<file path="src/design/mcws_pkg.sv">
`default_nettype none
// ----------------------------------------------------------------------------
// mcws_pkg
// shared codes, register map and result record of the watchdog supervisor
// ----------------------------------------------------------------------------
package mcws_pkg;

  // request codes carried by req_type
  typedef enum logic [1:0] {
    REQ_TOUCH  = 2'd0,
    REQ_ADD    = 2'd1,
    REQ_REMOVE = 2'd2,
    REQ_CHECK  = 2'd3
  } req_type_e;

  // result codes carried by event_kind
  typedef enum logic [3:0] {
    EV_KILL      = 4'd0,
    EV_MULTIKILL = 4'd1,
    EV_MEGAMISS  = 4'd2,
    EV_MISS      = 4'd3,
    EV_DONE      = 4'd4,
    EV_ADD_OK    = 4'd5,
    EV_ADD_REJ   = 4'd6,
    EV_REM_OK    = 4'd7,
    EV_REM_NF    = 4'd8
  } event_kind_e;

  // configuration register map (word index)
  localparam int CFG_AW    = 5;
  localparam int CFG_IDX_W = 3;
  localparam logic [CFG_IDX_W-1:0] REG_MISS_LIMIT      = 3'd0;
  localparam logic [CFG_IDX_W-1:0] REG_MEGAMISS_LIMIT  = 3'd1;
  localparam logic [CFG_IDX_W-1:0] REG_KILL_LIMIT      = 3'd2;
  localparam logic [CFG_IDX_W-1:0] REG_MULTIKILL_LIMIT = 3'd3;
  localparam logic [CFG_IDX_W-1:0] REG_MULTIKILL_PCT   = 3'd4;

  localparam int LIMIT_W = 32;
  localparam int PCT_W   = 7;

  localparam logic [LIMIT_W-1:0] MISS_LIMIT_RST     = 32'd200;
  localparam logic [LIMIT_W-1:0] MEGAMISS_LIMIT_RST = 32'd1000;

  // minimum stuck count for multikill and the percent scale
  localparam int MK_MIN   = 2;
  localparam int PCT_FULL = 100;

  // one result item
  typedef struct packed {
    event_kind_e  kind;
    logic [2:0]   chan;
    logic [31:0]  checkin;
    logic [7:0]   mask;
    logic [3:0]   cnt;
    logic         last;
  } result_t;

  function automatic result_t mk_result(event_kind_e kind, logic [2:0] chan,
                                        logic [31:0] checkin, logic [7:0] mask,
                                        logic [3:0] cnt, logic last);
    result_t r;
    r.kind    = kind;
    r.chan    = chan;
    r.checkin = checkin;
    r.mask    = mask;
    r.cnt     = cnt;
    r.last    = last;
    return r;
  endfunction

endpackage
`default_nettype wire

</file>
<file path="src/design/multi_channel_watchdog_supervisor_top.sv">
`default_nettype none
// ----------------------------------------------------------------------------
// multi_channel_watchdog_supervisor_top
// watchdog supervisor over CHANNELS channels with miss, megamiss, kill and
// multikill detection; check-in and alert times live in one ram
// ----------------------------------------------------------------------------
// usage
//   input channel (in_valid_i/in_ready_o): one item is a touch, add, remove or
//   check request. ready is high while the sequencer is idle, also while a
//   result still waits in the output register.
//   output channel (out_valid_o/out_ready_i): one result item per event; the
//   final result of a request has last_o set. a touch gives no result.
//   apb port: five limit registers at byte addresses 0,4,8,12,16.
// sequence
//   touch: done in the idle state. add and remove: result registered from
//   S_ONE. check: the scan skips inactive channels, reads and rewrites
//   touched ones, and reads, compares and sends kill and multikill results
//   for the rest; then a megamiss pass and a miss pass over the hit flags,
//   then done. each channel visit of the scan makes a single ram read.
// reset and stall
//   reset clears all channels, alert flags and the limits to their defaults;
//   the ram needs no clearing since entries are written by add before use.
//   a stalled receiver holds the sequencer at its next result; nothing drops.
// ----------------------------------------------------------------------------
module multi_channel_watchdog_supervisor_top #(
  parameter int CHANNELS  = 8,
  parameter int TIME_BITS = 32
) (
  input  wire logic                                clk_i,
  input  wire logic                                rst_ni,
  // request channel
  input  wire logic                                in_valid_i,
  output logic                                     in_ready_o,
  input  wire logic [1:0]                          req_type_i,
  input  wire logic [2:0]                          channel_i,
  input  wire logic [31:0]                         now_time_i,
  // result channel
  output logic                                     out_valid_o,
  input  wire logic                                out_ready_i,
  output logic [3:0]                               event_kind_o,
  output logic [2:0]                               event_channel_o,
  output logic [31:0]                              last_checkin_time_o,
  output logic [7:0]                               stuck_mask_o,
  output logic [3:0]                               stuck_count_o,
  output logic                                     last_o,
  // apb configuration port
  input  wire logic                                psel,
  input  wire logic                                penable,
  input  wire logic                                pwrite,
  input  wire logic [mcws_pkg::CFG_AW-1:0]         paddr,
  input  wire logic [31:0]                         pwdata,
  output logic [31:0]                              prdata,
  output logic                                     pready
);

  localparam int IW  = $clog2(CHANNELS);
  localparam int CW  = $clog2(CHANNELS + 1);
  localparam int PW  = mcws_pkg::PCT_W + CW;
  localparam int MW  = (CHANNELS > 8) ? CHANNELS : 8;
  localparam int SCW = (CW > 4) ? CW : 4;
  localparam int DW  = (TIME_BITS > 32) ? TIME_BITS : 32;
  localparam int RW  = 2 * TIME_BITS;
  localparam logic [IW-1:0] LAST_IDX = IW'(CHANNELS - 1);

  typedef enum logic [3:0] {
    S_IDLE, S_ONE, S_RD, S_SUB, S_CMP, S_KILL, S_MK,
    S_GRD, S_GEM, S_MRD, S_MEM, S_DONE
  } state_e;

  // sequencer and flags
  state_e                state_q, state_d;
  logic [IW-1:0]         idx_q, idx_d;
  logic [CHANNELS-1:0]   active_q, active_d;
  logic [CHANNELS-1:0]   touched_q, touched_d;
  logic [CHANNELS-1:0]   miss_al_q, miss_al_d;
  logic [CHANNELS-1:0]   mega_al_q, mega_al_d;
  logic [CHANNELS-1:0]   av_q, av_d;
  logic [CHANNELS-1:0]   miss_hit_q, miss_hit_d;
  logic [CHANNELS-1:0]   mega_hit_q, mega_hit_d;
  logic [MW-1:0]         stuck_mask_q, stuck_mask_d;
  logic [CW-1:0]         stuck_cnt_q, stuck_cnt_d;
  logic [PW-1:0]         need_prod_q, need_prod_d;
  logic                  kill_pend_q, kill_pend_d;
  logic                  mk_pend_q, mk_pend_d;
  // per item payload
  logic [TIME_BITS-1:0]  now_q, now_d;
  logic [TIME_BITS-1:0]  last_q, last_d;
  logic [TIME_BITS-1:0]  delta_q, delta_d;
  logic [2:0]            ch_q, ch_d;
  mcws_pkg::event_kind_e one_kind_q, one_kind_d;
  // output register
  logic                  out_valid_q, out_valid_d;
  mcws_pkg::result_t     res_q, res_d;
  // limits
  logic [31:0]           miss_lim_q, miss_lim_d;
  logic [31:0]           mega_lim_q, mega_lim_d;
  logic [31:0]           kill_lim_q, kill_lim_d;
  logic [31:0]           mk_lim_q, mk_lim_d;
  logic [6:0]            pct_q, pct_d;

  // ram port
  logic                  ram_we, ram_re;
  logic [IW-1:0]         ram_waddr, ram_raddr;
  logic [RW-1:0]         ram_wdata, ram_rdata;
  logic [TIME_BITS-1:0]  rd_checkin, rd_alert;

  logic                  accept, slot_free, ch_ok, cfg_we, stuck;
  logic                  miss_h, mega_h;
  logic [IW-1:0]         in_idx;
  logic [TIME_BITS-1:0]  now_in;
  logic [CW-1:0]         cnt_new;
  logic [SCW-1:0]        cnt_ext;
  logic [mcws_pkg::CFG_IDX_W-1:0] cfg_idx;

  // entry layout: {alert_time, checkin_time}
  mcws_ram #(
    .WIDTH (RW),
    .DEPTH (CHANNELS)
  ) u_ram (
    .clk_i   (clk_i),
    .we_i    (ram_we),
    .waddr_i (ram_waddr),
    .wdata_i (ram_wdata),
    .re_i    (ram_re),
    .raddr_i (ram_raddr),
    .rdata_o (ram_rdata)
  );

  assign rd_checkin = ram_rdata[TIME_BITS-1:0];
  assign rd_alert   = ram_rdata[RW-1:TIME_BITS];

  assign in_ready_o = (state_q == S_IDLE);
  assign accept     = in_valid_i && in_ready_o;
  assign slot_free  = !out_valid_q || out_ready_i;
  assign ch_ok      = (32'(channel_i) < CHANNELS);
  assign in_idx     = ch_ok ? IW'(channel_i) : '0;
  assign now_in     = TIME_BITS'(now_time_i);
  assign cnt_new    = stuck_cnt_q + 1'b1;
  assign cnt_ext    = SCW'(stuck_cnt_q);

  // apb access
  assign pready  = 1'b1;
  assign cfg_idx = paddr[mcws_pkg::CFG_AW-1:2];
  assign cfg_we  = psel && penable && pwrite;

  always_comb begin
    case (cfg_idx)
      mcws_pkg::REG_MISS_LIMIT:      prdata = miss_lim_q;
      mcws_pkg::REG_MEGAMISS_LIMIT:  prdata = mega_lim_q;
      mcws_pkg::REG_KILL_LIMIT:      prdata = kill_lim_q;
      mcws_pkg::REG_MULTIKILL_LIMIT: prdata = mk_lim_q;
      mcws_pkg::REG_MULTIKILL_PCT:   prdata = 32'(pct_q);
      default:                       prdata = '0;
    endcase
  end

  // threshold compares of the current channel
  always_comb begin
    miss_h = (DW'(delta_q) > DW'(miss_lim_q)) && !miss_al_q[idx_q];
    mega_h = (DW'(delta_q) > DW'(mega_lim_q)) && !mega_al_q[idx_q];
    stuck  = (mk_lim_q != '0) && (DW'(delta_q) > DW'(mk_lim_q));
  end

  always_comb begin
    state_d      = state_q;
    idx_d        = idx_q;
    active_d     = active_q;
    touched_d    = touched_q;
    miss_al_d    = miss_al_q;
    mega_al_d    = mega_al_q;
    av_d         = av_q;
    miss_hit_d   = miss_hit_q;
    mega_hit_d   = mega_hit_q;
    stuck_mask_d = stuck_mask_q;
    stuck_cnt_d  = stuck_cnt_q;
    need_prod_d  = need_prod_q;
    kill_pend_d  = kill_pend_q;
    mk_pend_d    = mk_pend_q;
    now_d        = now_q;
    last_d       = last_q;
    delta_d      = delta_q;
    ch_d         = ch_q;
    one_kind_d   = one_kind_q;
    res_d        = res_q;
    out_valid_d  = out_valid_q && !out_ready_i;
    ram_we       = 1'b0;
    ram_waddr    = idx_q;
    ram_wdata    = {rd_alert, now_q};
    ram_re       = 1'b0;
    ram_raddr    = idx_q;

    miss_lim_d = miss_lim_q;
    mega_lim_d = mega_lim_q;
    kill_lim_d = kill_lim_q;
    mk_lim_d   = mk_lim_q;
    pct_d      = pct_q;
    if (cfg_we) begin
      case (cfg_idx)
        mcws_pkg::REG_MISS_LIMIT:      miss_lim_d = pwdata;
        mcws_pkg::REG_MEGAMISS_LIMIT:  mega_lim_d = pwdata;
        mcws_pkg::REG_KILL_LIMIT:      kill_lim_d = pwdata;
        mcws_pkg::REG_MULTIKILL_LIMIT: mk_lim_d   = pwdata;
        mcws_pkg::REG_MULTIKILL_PCT:   pct_d      = pwdata[6:0];
        default: ;
      endcase
    end

    case (state_q)
      S_IDLE: begin
        if (accept) begin
          now_d = now_in;
          ch_d  = channel_i;
          case (mcws_pkg::req_type_e'(req_type_i))
            mcws_pkg::REQ_TOUCH: begin
              if (ch_ok && active_q[in_idx]) begin
                touched_d[in_idx] = 1'b1;
              end
            end
            mcws_pkg::REQ_ADD: begin
              state_d = S_ONE;
              if (!ch_ok || active_q[in_idx]) begin
                one_kind_d = mcws_pkg::EV_ADD_REJ;
              end else begin
                one_kind_d        = mcws_pkg::EV_ADD_OK;
                active_d[in_idx]  = 1'b1;
                touched_d[in_idx] = 1'b1;
                miss_al_d[in_idx] = 1'b0;
                mega_al_d[in_idx] = 1'b0;
                av_d[in_idx]      = 1'b0;
                ram_we            = 1'b1;
                ram_waddr         = in_idx;
                ram_wdata         = {{TIME_BITS{1'b0}}, now_in};
              end
            end
            mcws_pkg::REQ_REMOVE: begin
              state_d = S_ONE;
              if (!ch_ok || !active_q[in_idx]) begin
                one_kind_d = mcws_pkg::EV_REM_NF;
              end else begin
                one_kind_d        = mcws_pkg::EV_REM_OK;
                active_d[in_idx]  = 1'b0;
                touched_d[in_idx] = 1'b0;
                ram_re            = 1'b1;
                ram_raddr         = in_idx;
              end
            end
            mcws_pkg::REQ_CHECK: begin
              state_d      = S_RD;
              idx_d        = '0;
              miss_hit_d   = '0;
              mega_hit_d   = '0;
              stuck_mask_d = '0;
              stuck_cnt_d  = '0;
              // ceil(pct * active / 100) <= n  <=>  pct * active <= 100 * n
              need_prod_d  = PW'(pct_q) * PW'(CW'($countones(active_q)));
            end
            default: ;
          endcase
        end
      end

      S_ONE: begin
        if (slot_free) begin
          out_valid_d = 1'b1;
          state_d     = S_IDLE;
          case (one_kind_q)
            mcws_pkg::EV_ADD_OK:
              res_d = mcws_pkg::mk_result(one_kind_q, ch_q, 32'(now_q), '0, '0, 1'b1);
            mcws_pkg::EV_REM_OK:
              res_d = mcws_pkg::mk_result(one_kind_q, ch_q, 32'(rd_checkin), '0, '0,
                                          1'b1);
            default:
              res_d = mcws_pkg::mk_result(one_kind_q, ch_q, '0, '0, '0, 1'b1);
          endcase
        end
      end

      // scan: read the entry of an active channel
      S_RD: begin
        if (active_q[idx_q]) begin
          ram_re  = 1'b1;
          state_d = S_SUB;
        end else if (idx_q == LAST_IDX) begin
          idx_d   = '0;
          state_d = S_GRD;
        end else begin
          idx_d = idx_q + 1'b1;
        end
      end

      S_SUB: begin
        last_d = rd_checkin;
        if (touched_q[idx_q]) begin
          // touched channel checks in at now and is skipped
          touched_d[idx_q] = 1'b0;
          ram_we           = 1'b1;
          ram_wdata        = {rd_alert, now_q};
          if (idx_q == LAST_IDX) begin
            idx_d   = '0;
            state_d = S_GRD;
          end else begin
            idx_d   = idx_q + 1'b1;
            state_d = S_RD;
          end
        end else begin
          delta_d = now_q - rd_checkin;
          // check-in moved since the last alert: new stall episode
          if (av_q[idx_q] && (rd_alert != rd_checkin)) begin
            miss_al_d[idx_q] = 1'b0;
            mega_al_d[idx_q] = 1'b0;
          end
          state_d = S_CMP;
        end
      end

      S_CMP: begin
        if (miss_h) begin
          miss_al_d[idx_q]  = 1'b1;
          miss_hit_d[idx_q] = 1'b1;
        end
        if (mega_h) begin
          mega_al_d[idx_q]  = 1'b1;
          mega_hit_d[idx_q] = 1'b1;
        end
        if (miss_h || mega_h) begin
          av_d[idx_q] = 1'b1;
          ram_we      = 1'b1;
          ram_wdata   = {last_q, last_q};
        end
        kill_pend_d = (kill_lim_q != '0) && (DW'(delta_q) > DW'(kill_lim_q));
        mk_pend_d   = 1'b0;
        if (stuck) begin
          stuck_mask_d = stuck_mask_q | (MW'(1) << idx_q);
          stuck_cnt_d  = cnt_new;
          mk_pend_d    = (cnt_new >= CW'(mcws_pkg::MK_MIN))
                      && ((PW'(cnt_new) * PW'(mcws_pkg::PCT_FULL)) >= need_prod_q);
        end
        state_d = S_KILL;
      end

      S_KILL: begin
        if (!kill_pend_q) begin
          state_d = S_MK;
        end else if (slot_free) begin
          out_valid_d = 1'b1;
          res_d       = mcws_pkg::mk_result(mcws_pkg::EV_KILL, 3'(idx_q), 32'(last_q),
                                            '0, '0, 1'b0);
          kill_pend_d = 1'b0;
          state_d     = S_MK;
        end
      end

      S_MK: begin
        if (!mk_pend_q || slot_free) begin
          if (mk_pend_q) begin
            out_valid_d = 1'b1;
            res_d       = mcws_pkg::mk_result(mcws_pkg::EV_MULTIKILL, 3'(idx_q),
                                              32'(last_q), stuck_mask_q[7:0],
                                              cnt_ext[3:0], 1'b0);
            mk_pend_d   = 1'b0;
          end
          if (idx_q == LAST_IDX) begin
            idx_d   = '0;
            state_d = S_GRD;
          end else begin
            idx_d   = idx_q + 1'b1;
            state_d = S_RD;
          end
        end
      end

      // megamiss reports in index order
      S_GRD: begin
        if (mega_hit_q[idx_q]) begin
          ram_re  = 1'b1;
          state_d = S_GEM;
        end else if (idx_q == LAST_IDX) begin
          idx_d   = '0;
          state_d = S_MRD;
        end else begin
          idx_d = idx_q + 1'b1;
        end
      end

      S_GEM: begin
        if (slot_free) begin
          out_valid_d = 1'b1;
          res_d       = mcws_pkg::mk_result(mcws_pkg::EV_MEGAMISS, 3'(idx_q),
                                            32'(rd_checkin), '0, '0, 1'b0);
          if (idx_q == LAST_IDX) begin
            idx_d   = '0;
            state_d = S_MRD;
          end else begin
            idx_d   = idx_q + 1'b1;
            state_d = S_GRD;
          end
        end
      end

      // miss reports in index order
      S_MRD: begin
        if (miss_hit_q[idx_q]) begin
          ram_re  = 1'b1;
          state_d = S_MEM;
        end else if (idx_q == LAST_IDX) begin
          state_d = S_DONE;
        end else begin
          idx_d = idx_q + 1'b1;
        end
      end

      S_MEM: begin
        if (slot_free) begin
          out_valid_d = 1'b1;
          res_d       = mcws_pkg::mk_result(mcws_pkg::EV_MISS, 3'(idx_q),
                                            32'(rd_checkin), '0, '0, 1'b0);
          if (idx_q == LAST_IDX) begin
            state_d = S_DONE;
          end else begin
            idx_d   = idx_q + 1'b1;
            state_d = S_MRD;
          end
        end
      end

      S_DONE: begin
        if (slot_free) begin
          out_valid_d = 1'b1;
          res_d       = mcws_pkg::mk_result(mcws_pkg::EV_DONE, '0, '0, '0, '0, 1'b1);
          state_d     = S_IDLE;
        end
      end

      default: state_d = S_IDLE;
    endcase
  end

  always_ff @(posedge clk_i or negedge rst_ni) begin
    if (!rst_ni) begin
      state_q      <= S_IDLE;
      idx_q        <= '0;
      active_q     <= '0;
      touched_q    <= '0;
      miss_al_q    <= '0;
      mega_al_q    <= '0;
      av_q         <= '0;
      miss_hit_q   <= '0;
      mega_hit_q   <= '0;
      stuck_mask_q <= '0;
      stuck_cnt_q  <= '0;
      need_prod_q  <= '0;
      kill_pend_q  <= 1'b0;
      mk_pend_q    <= 1'b0;
      now_q        <= '0;
      last_q       <= '0;
      delta_q      <= '0;
      ch_q         <= '0;
      one_kind_q   <= mcws_pkg::EV_DONE;
      out_valid_q  <= 1'b0;
      res_q        <= '0;
      miss_lim_q   <= mcws_pkg::MISS_LIMIT_RST;
      mega_lim_q   <= mcws_pkg::MEGAMISS_LIMIT_RST;
      kill_lim_q   <= '0;
      mk_lim_q     <= '0;
      pct_q        <= '0;
    end else begin
      state_q      <= state_d;
      idx_q        <= idx_d;
      active_q     <= active_d;
      touched_q    <= touched_d;
      miss_al_q    <= miss_al_d;
      mega_al_q    <= mega_al_d;
      av_q         <= av_d;
      miss_hit_q   <= miss_hit_d;
      mega_hit_q   <= mega_hit_d;
      stuck_mask_q <= stuck_mask_d;
      stuck_cnt_q  <= stuck_cnt_d;
      need_prod_q  <= need_prod_d;
      kill_pend_q  <= kill_pend_d;
      mk_pend_q    <= mk_pend_d;
      now_q        <= now_d;
      last_q       <= last_d;
      delta_q      <= delta_d;
      ch_q         <= ch_d;
      one_kind_q   <= one_kind_d;
      out_valid_q  <= out_valid_d;
      res_q        <= res_d;
      miss_lim_q   <= miss_lim_d;
      mega_lim_q   <= mega_lim_d;
      kill_lim_q   <= kill_lim_d;
      mk_lim_q     <= mk_lim_d;
      pct_q        <= pct_d;
    end
  end

  assign out_valid_o         = out_valid_q;
  assign event_kind_o        = res_q.kind;
  assign event_channel_o     = res_q.chan;
  assign last_checkin_time_o = res_q.checkin;
  assign stuck_mask_o        = res_q.mask;
  assign stuck_count_o       = res_q.cnt;
  assign last_o              = res_q.last;

  // stuck bookkeeping stays consistent
  a_stuck_count: assert property (@(posedge clk_i) disable iff (!rst_ni)
    $countones(stuck_mask_q) == int'(stuck_cnt_q))
    else $error("stuck count differs from stuck mask");

  // only active channels carry a pending touch
  a_touch_active: assert property (@(posedge clk_i) disable iff (!rst_ni)
    (touched_q & ~active_q) == '0)
    else $error("touched flag on inactive channel");

  // an alerted channel always has a recorded alert time
  a_alert_time: assert property (@(posedge clk_i) disable iff (!rst_ni)
    ((miss_al_q | mega_al_q) & ~av_q) == '0)
    else $error("alert flag without alert time");

  // only multikill results carry stuck data
  a_mk_fields: assert property (@(posedge clk_i) disable iff (!rst_ni)
    out_valid_o && (event_kind_o != mcws_pkg::EV_MULTIKILL)
      |-> (stuck_mask_o == '0) && (stuck_count_o == '0))
    else $error("stuck data on non-multikill result");

  // last marks exactly the closing results of a request
  a_last_kind: assert property (@(posedge clk_i) disable iff (!rst_ni)
    out_valid_o |-> (last_o == ((event_kind_o == mcws_pkg::EV_DONE)
                             || (event_kind_o == mcws_pkg::EV_ADD_OK)
                             || (event_kind_o == mcws_pkg::EV_ADD_REJ)
                             || (event_kind_o == mcws_pkg::EV_REM_OK)
                             || (event_kind_o == mcws_pkg::EV_REM_NF))))
    else $error("last flag does not match result kind");

endmodule
`default_nettype wire

</file>
<file path="src/design/mcws_ram.sv">
`default_nettype none
// ----------------------------------------------------------------------------
// mcws_ram
// simple dual-port ram, one write and one registered read port
// ----------------------------------------------------------------------------
module mcws_ram #(
  parameter int WIDTH = 64,
  parameter int DEPTH = 8
) (
  input  wire logic                     clk_i,
  input  wire logic                     we_i,
  input  wire logic [$clog2(DEPTH)-1:0] waddr_i,
  input  wire logic [WIDTH-1:0]         wdata_i,
  input  wire logic                     re_i,
  input  wire logic [$clog2(DEPTH)-1:0] raddr_i,
  output logic      [WIDTH-1:0]         rdata_o
);

  logic [WIDTH-1:0] mem_q [DEPTH];
  logic [WIDTH-1:0] rdata_q;

  always_ff @(posedge clk_i) begin
    if (we_i) begin
      mem_q[waddr_i] <= wdata_i;
    end
    // read data holds until the next read
    if (re_i) begin
      rdata_q <= mem_q[raddr_i];
    end
  end

  assign rdata_o = rdata_q;

endmodule
`default_nettype wire
</file>
<file path="config.mk">
export PLATFORM = sky130hd
export DESIGN_NAME = multi_channel_watchdog_supervisor_top
export DESIGN_NICKNAME = d
export VERILOG_FILES = /design/src/design/mcws_pkg.sv /design/src/design/multi_channel_watchdog_supervisor_top.sv /design/src/design/mcws_ram.sv
export SDC_FILE = /design/constraint.sdc
export NUM_CORES = 2
export LEC_CHECK = 0
export BUFFER_PORTS_ARGS = -buffer_cell sky130_fd_sc_hd__buf_2
export CAP_MARGIN = 20
export CORE_MARGIN = 2
export CORE_UTILIZATION = 25
export DETAILED_ROUTE_END_ITERATION = 6
export GPL_ROUTABILITY_DRIVEN = 0
export PLACE_DENSITY = 0.41
export SLEW_MARGIN = 20
export SYNTH_ARGS = -nofsm -noshare
export SYNTH_HDL_FRONTEND = slang
export SYNTH_SLANG_ARGS = --single-unit
</file>
<file path="constraint.sdc">
create_clock -name clk_i -period 6.2 [get_ports clk_i]
set_input_delay 0.62 -clock clk_i [delete_from_list [all_inputs] [get_ports clk_i]]
set_output_delay 0.62 -clock clk_i [all_outputs]
set_load 0.02 [all_outputs]
</file>
* Word-level counts from Yosys, hierarchy flattened *
Memories as Yosys holds them, arrays and structs flattened. A register that Yosys moved wholly into a read port is not among the register bits.
Index checks and enable logic that the tools add are counted.

storage, ports and cells
  flip-flop bits (word level) = 379
  bits in writable memories = 512
  input bits = 81
  output and inout port bits = 87
  logic and storage cells = 332
  memories = 1

cells by class
  add/sub/neg operators = 10
  multiply operators = 2
  $lt $le $gt $ge = 10
  equal/unequal tests = 56
  shift-type cells = 1
  mux-type cells = 145
  bitwise gates (word level) = 19
  reduce and logical (&&, ||, !) cells = 57

memories
  name         words  bits a word  read ports  clocked after Yosys merged registers in  wr ports  line            text
  u_ram.mem_q  8      64           1           1                                        1         mcws_ram.sv:19  logic [WIDTH-1:0] mem_q [DEPTH];

operator list
  kind                                            number
  2-to-1 mux 52 bit                               8
  one-hot mux 52 bit (6 select lines)             1
  2-to-1 mux 64 bit                               4
  2-to-1 mux 8 bit                                28
  one-hot mux 32 bit (5 select lines)             1
  > comparator 32 bit                             4
  one-hot mux 64 bit (2 select lines)             1
  one-hot mux 8 bit (2 select lines)              6
  one-hot mux 45 bit (2 select lines)             1
  2-to-1 mux 4 bit                                18
  one-hot mux 8 bit (3 select lines)              3
  AND 8 bit                                       8
  bitwise OR 8 bit                                8
  nonzero test 32 bit                             2
  2-to-1 mux 3 bit                                21
  one-hot mux 4 bit (11 select lines)             1
  inequality test 2 bit (second input constant)   21
  inequality test 32 bit                          1
  subtractor 32 bit                               1
  2-to-1 mux 1 bit                                31
  binary-select mux 1 bit (select 3 bit)          8
  == test 4 x 3 -> 1 bit (second input constant)  6
  one-hot mux 3 bit (8 select lines)              1
  one-hot mux 4 bit (2 select lines)              3
  50 further kinds                                113

* Logic depth before layout (Yosys ltp) *
  word-level depth = 10
  depth in mapped cells = 23
  gate-level depth less buffers = 23

* By module *
Synthesis repeated with hierarchy kept, for this count alone.

second synthesis, totals
  cell total of the unflattened synthesis = 3681
  area, all modules = 45919.0 µm²

modules (own cells, without submodules)
  module                                 times used  cells each  area an instance (µm²)  seq. area each (µm²)
  multi_channel_watchdog_supervisor_top  1           2865        24731.2                 9496.6
  mcws_ram                               1           816         21187.8                 17296.6

* Worst setup path before layout *
OpenSTA, ideal clock, no wires.

  path kind = register to register
  from = register with a tool-made name
  to = register need_prod_q[9]
  setup time = 134 ps
  data arrival time = 5819 ps
  data required time = 6066 ps
  path slack = 247 ps
  cell stages (with the launch flop) = 23
  buffers on the path = 0
  clock period less this slack = 5953 ps
  cell sequence = dfrtp_1 inv_1 fa_1 fa_1 fa_1 inv_1 ha_1 fa_1 xor2_1 nand2_1 fa_1 fa_1 fa_1 inv_1 ha_1 fa_1 a21oi_1 o21bai_1 a21oi_1 nor2_1 nor2_1 xor2_1 o21ai_0

RTL lines
  item                  line                                          text
  end signal, assigned  multi_channel_watchdog_supervisor_top.sv:478  need_prod_q <= need_prod_d;
  end, declared         multi_channel_watchdog_supervisor_top.sv:82   logic [PW-1:0] need_prod_q, need_prod_d;

==> summary.txt <==
Finish
  – Layout filler cell count: between 15000 and 20000
  – Share of cells above drive strength 1: 0.110
  – Final nets: 4854
  – Area grow syn2layout: 16.3%
  – Final core utilization: 0.292

Placement
  – IO Port Bufs: ~160
  – Final HPWL DP: between 100000 and 150000 um

Detailed routing
  – Via density per instance: ~4.7
  – Detailed Routing Iterations Pass 1: 7
  – # DRC: 6
  – Post-DR wirelength/cell: roughly 22 um
  – Vias: 33700
  – Initial DRC count: between 2000 and 3000
  – Final ANT Viol Nets: 0
  – Routed wire length: 160000 um

Yosys
  – Register bit total from synthesis: about 960
  – Async SR Flop Fraction: 0.397
  – Mean post-synth cell area: between 10 and 15 um^2
  – Sequential area share after synthesis: 0.575
  – Most common cell in the synthesized netlist: nand2_1
  – Syn_nets: 4747
  – Post-synthesis cell count: between 4000 and 5000
  – Area leader, netlist: edfxtp_1
  – Top post-synthesis cells by area: edfxtp_1 37%, dfrtp_1 20%, nand2_1 8.6%
  – Commonest cells post-synth: 1064 x nand2_1, 576 x edfxtp_1, 369 x dfrtp_1, 367 x nand3_1, 282 x o21ai_0
  – Post-synth top area share: 0.371
  – Ys Warns: 0
  – Synth unique cells: just under 90
  – Number of synthesized flops with an enable pin: 576
  – Most used DFF post-synth: edfxtp_1
  – Synthesized area: 46600 um^2

Setup path
  – Crit path max fanout: 2
  – WS Path Type: flip-flop to flip-flop
  – Worst path required time: roughly 6800 ps
  – Worst Path Arrival: 6480 ps
  – Startpoint Class: flip-flop
  – CP Capture Type: flip-flop

GRT
  – Initial antenna violation count: 15
  – Largest net degree at the start of global routing: between 100 and 150
  – First-pass GRT wire length: between 200000 and 250000 um
  – Vias in the first global route: roughly 34000
  – Residual overflow from global routing: 0
  – Tot GR Track Use: 0.167

Outcome
  – Failing checks: DRC
  – Status: finished, violations left

Power
  – Leakage: around 0.022 uW
  – Internal power: between 15000 and 20000 uW
  – Comb pwr share: 0.389
  – Switch share: 0.407
  – Power density over the cells: approximately 500 nW/um^2
  – Clock group share of total power: 0.240
  – Power, Total: between 20000 and 30000 uW
  – Peak supply drop: 0.349 mV
  – Sequential Power Share: 0.371
  – Switching power: about 11000 uW

STA
  – Slew HR: 0.287
  – Worst Tran Pin Value: around 1100 ps
  – Fmax: 170 MHz
  – Clock skew: between 40 and 50 ps
  – Fin crit period: 5890 ps
  – Worst hold margin: between 80 and 90 ps
  – Unrepaired setup endpoints after global routing: false
  – Final setup violation count: 0
  – Tcrit/Tclk final: 0.949
  – Setup_tns: 0 ps
  – Hold Fails Final Rpt: 0
  – Max Slew Vio Count: 0

Clocking
  – Clk root buf: clkbuf_16
  – # H-tree levels: 3
  – Worst-path clk slew: around 60 ps
  – CTS Buf Count: 109
  – CTS max path bufs: 3
  – Skew-Pair Late Insertion Delay: roughly 750 ps
  – CTS tree: built
  – CTS Sinks: 955
  – Post-CTS setup buffers: 0

Die
  – Core Rows: 158
  – Die width: 436 um
  – Initial Util: 0.251
  – Die Footprint: about 190000 um^2
  – Core Area: 185000 um^2
  – Ports: ~170
  – DIE HEIGHT: roughly 440 um

Hold path
  – HP Class: input pin to flip-flop
  – HP Start: now_time_i[12]

Run
  – Max-Cap Viols: 0
==> registers in the layout, indices dropped and copies added, names as in the netlist, 11 cells and up, named ones only <==
register             cells
u_ram.rdata_o           64
last_q                  32
miss_lim_q              32
need_prod_q             11
mk_lim_q                32
delta_q                 32
now_q                   32
last_checkin_time_o     32
u_ram.mem_q            512
mega_lim_q              32
kill_lim_q              32
==> metal layers <==
layer	global-route usage	up-vias	share of wire
met1	0.214	16700	0.44
met3	0.0264	219	0.046
met2	0.284	812	0.49
met4	0.0564	14	0.031
li1	-	16000	-
met5	0	-	0.00064
==> worst paths after layout <==
path,endpoint,slack [ps],cells after the start
min reg2reg,stuck_mask_o[1],460,2
max,need_prod_q[9],310,22
min,now_q[12],90,3
min in group asynchronous,need_prod_q[10],460,2
max in group asynchronous,mega_lim_q[15],4370,3
max reg2reg,need_prod_q[9],310,22
==> metrics by stage <==
step / setup WS (ps) / std cells / area, um^2
2_1_floorplan: 247 / 4434 / 46600
3_3_place_gp: 114 / 6909 / 50600
3_5_place_dp: 131 / 6909 / 50600
4_1_cts: 132 / 7117 / 54200
5_1_grt: 4.29 / 7119 / 54200
6_report: 313 / 7120 / 54200
==> power by group through the flow <==
| stage | Sequential, uW | Combinational [uW] | Clock (uW) |
|---|---|---|---|
| 4_1_cts | 10100 | 10700 | 6700 |
| 5_1_grt | 10200 | 11800 | 6960 |
| 3_5_place_dp | 10200 | 10700 | 0 |
| 3_3_place_gp | 10200 | 10600 | 0 |
| 6_report | 10100 | 10500 | 6500 |
| 2_1_floorplan | 9850 | 6790 | 0 |
==> placed cells by master (no fill, tap or decap), types with 85 or more instances in the layout <==
cell type  instances
nand2_1         1063
o21ai_0          282
ha_1             216
clkbuf_16        110
a21oi_1          111
nor2_1            85
o21ai_1           93
dfrtp_1          368
buf_2            163
nand3_1          365
edfxtp_1         576
inv_1            228
==> area by class of cell <==
cell class	count	area (um^2)	share of cell area
Sequential cell	955	26800	0.494
Multi-Input combinational cell	3000	18100	0.334
Clock buffer	164	3120	0.0575
Tap cell	2480	3100	0.0572
Timing Repair Buffer	245	1750	0.0324
Inverter	230	863	0.0159
Clock inverter	43	437	0.00806
Antenna cell	3	7.51	0.000138
==> cell families after synthesis <==
logic type	after synthesis	share of synthesized area
AND/OR/NAND/NOR	1755	0.165
flip-flops	955	0.575
AO/OA/AOI/OAI	877	0.123
buffers and inverters	479	0.0420
adder cells (fa/ha/maj)	232	0.0649
XOR/XNOR	73	0.0137
multiplexers	62	0.0171
other	1	0.0000804
==> what timing repair did <==
action,in CTS,in global routing
endpoints found under the setup margin,0,2
gates resized for setup,0,3
endpoints found under the hold margin,71,0
hold buffers,1,0
==> worst max-delay path, cell delays in order (launching register included) <==
cell and delay (ps):
dfrtp_1 350, inv_1 60, fa_1 540, fa_1 430, fa_1 490, inv_1 40, ha_1 200, fa_1 440
xor2_1 190, nand2_1 100, fa_1 540, fa_1 440, fa_1 510, inv_1 40, ha_1 200, fa_2 370
a21oi_2 140, o21bai_1 100, a21oi_1 160, nor2_1 60, nor2_1 110, xor2_1 150, o21ai_0 90
No activity file was read; power rests on OpenSTA's default activity.
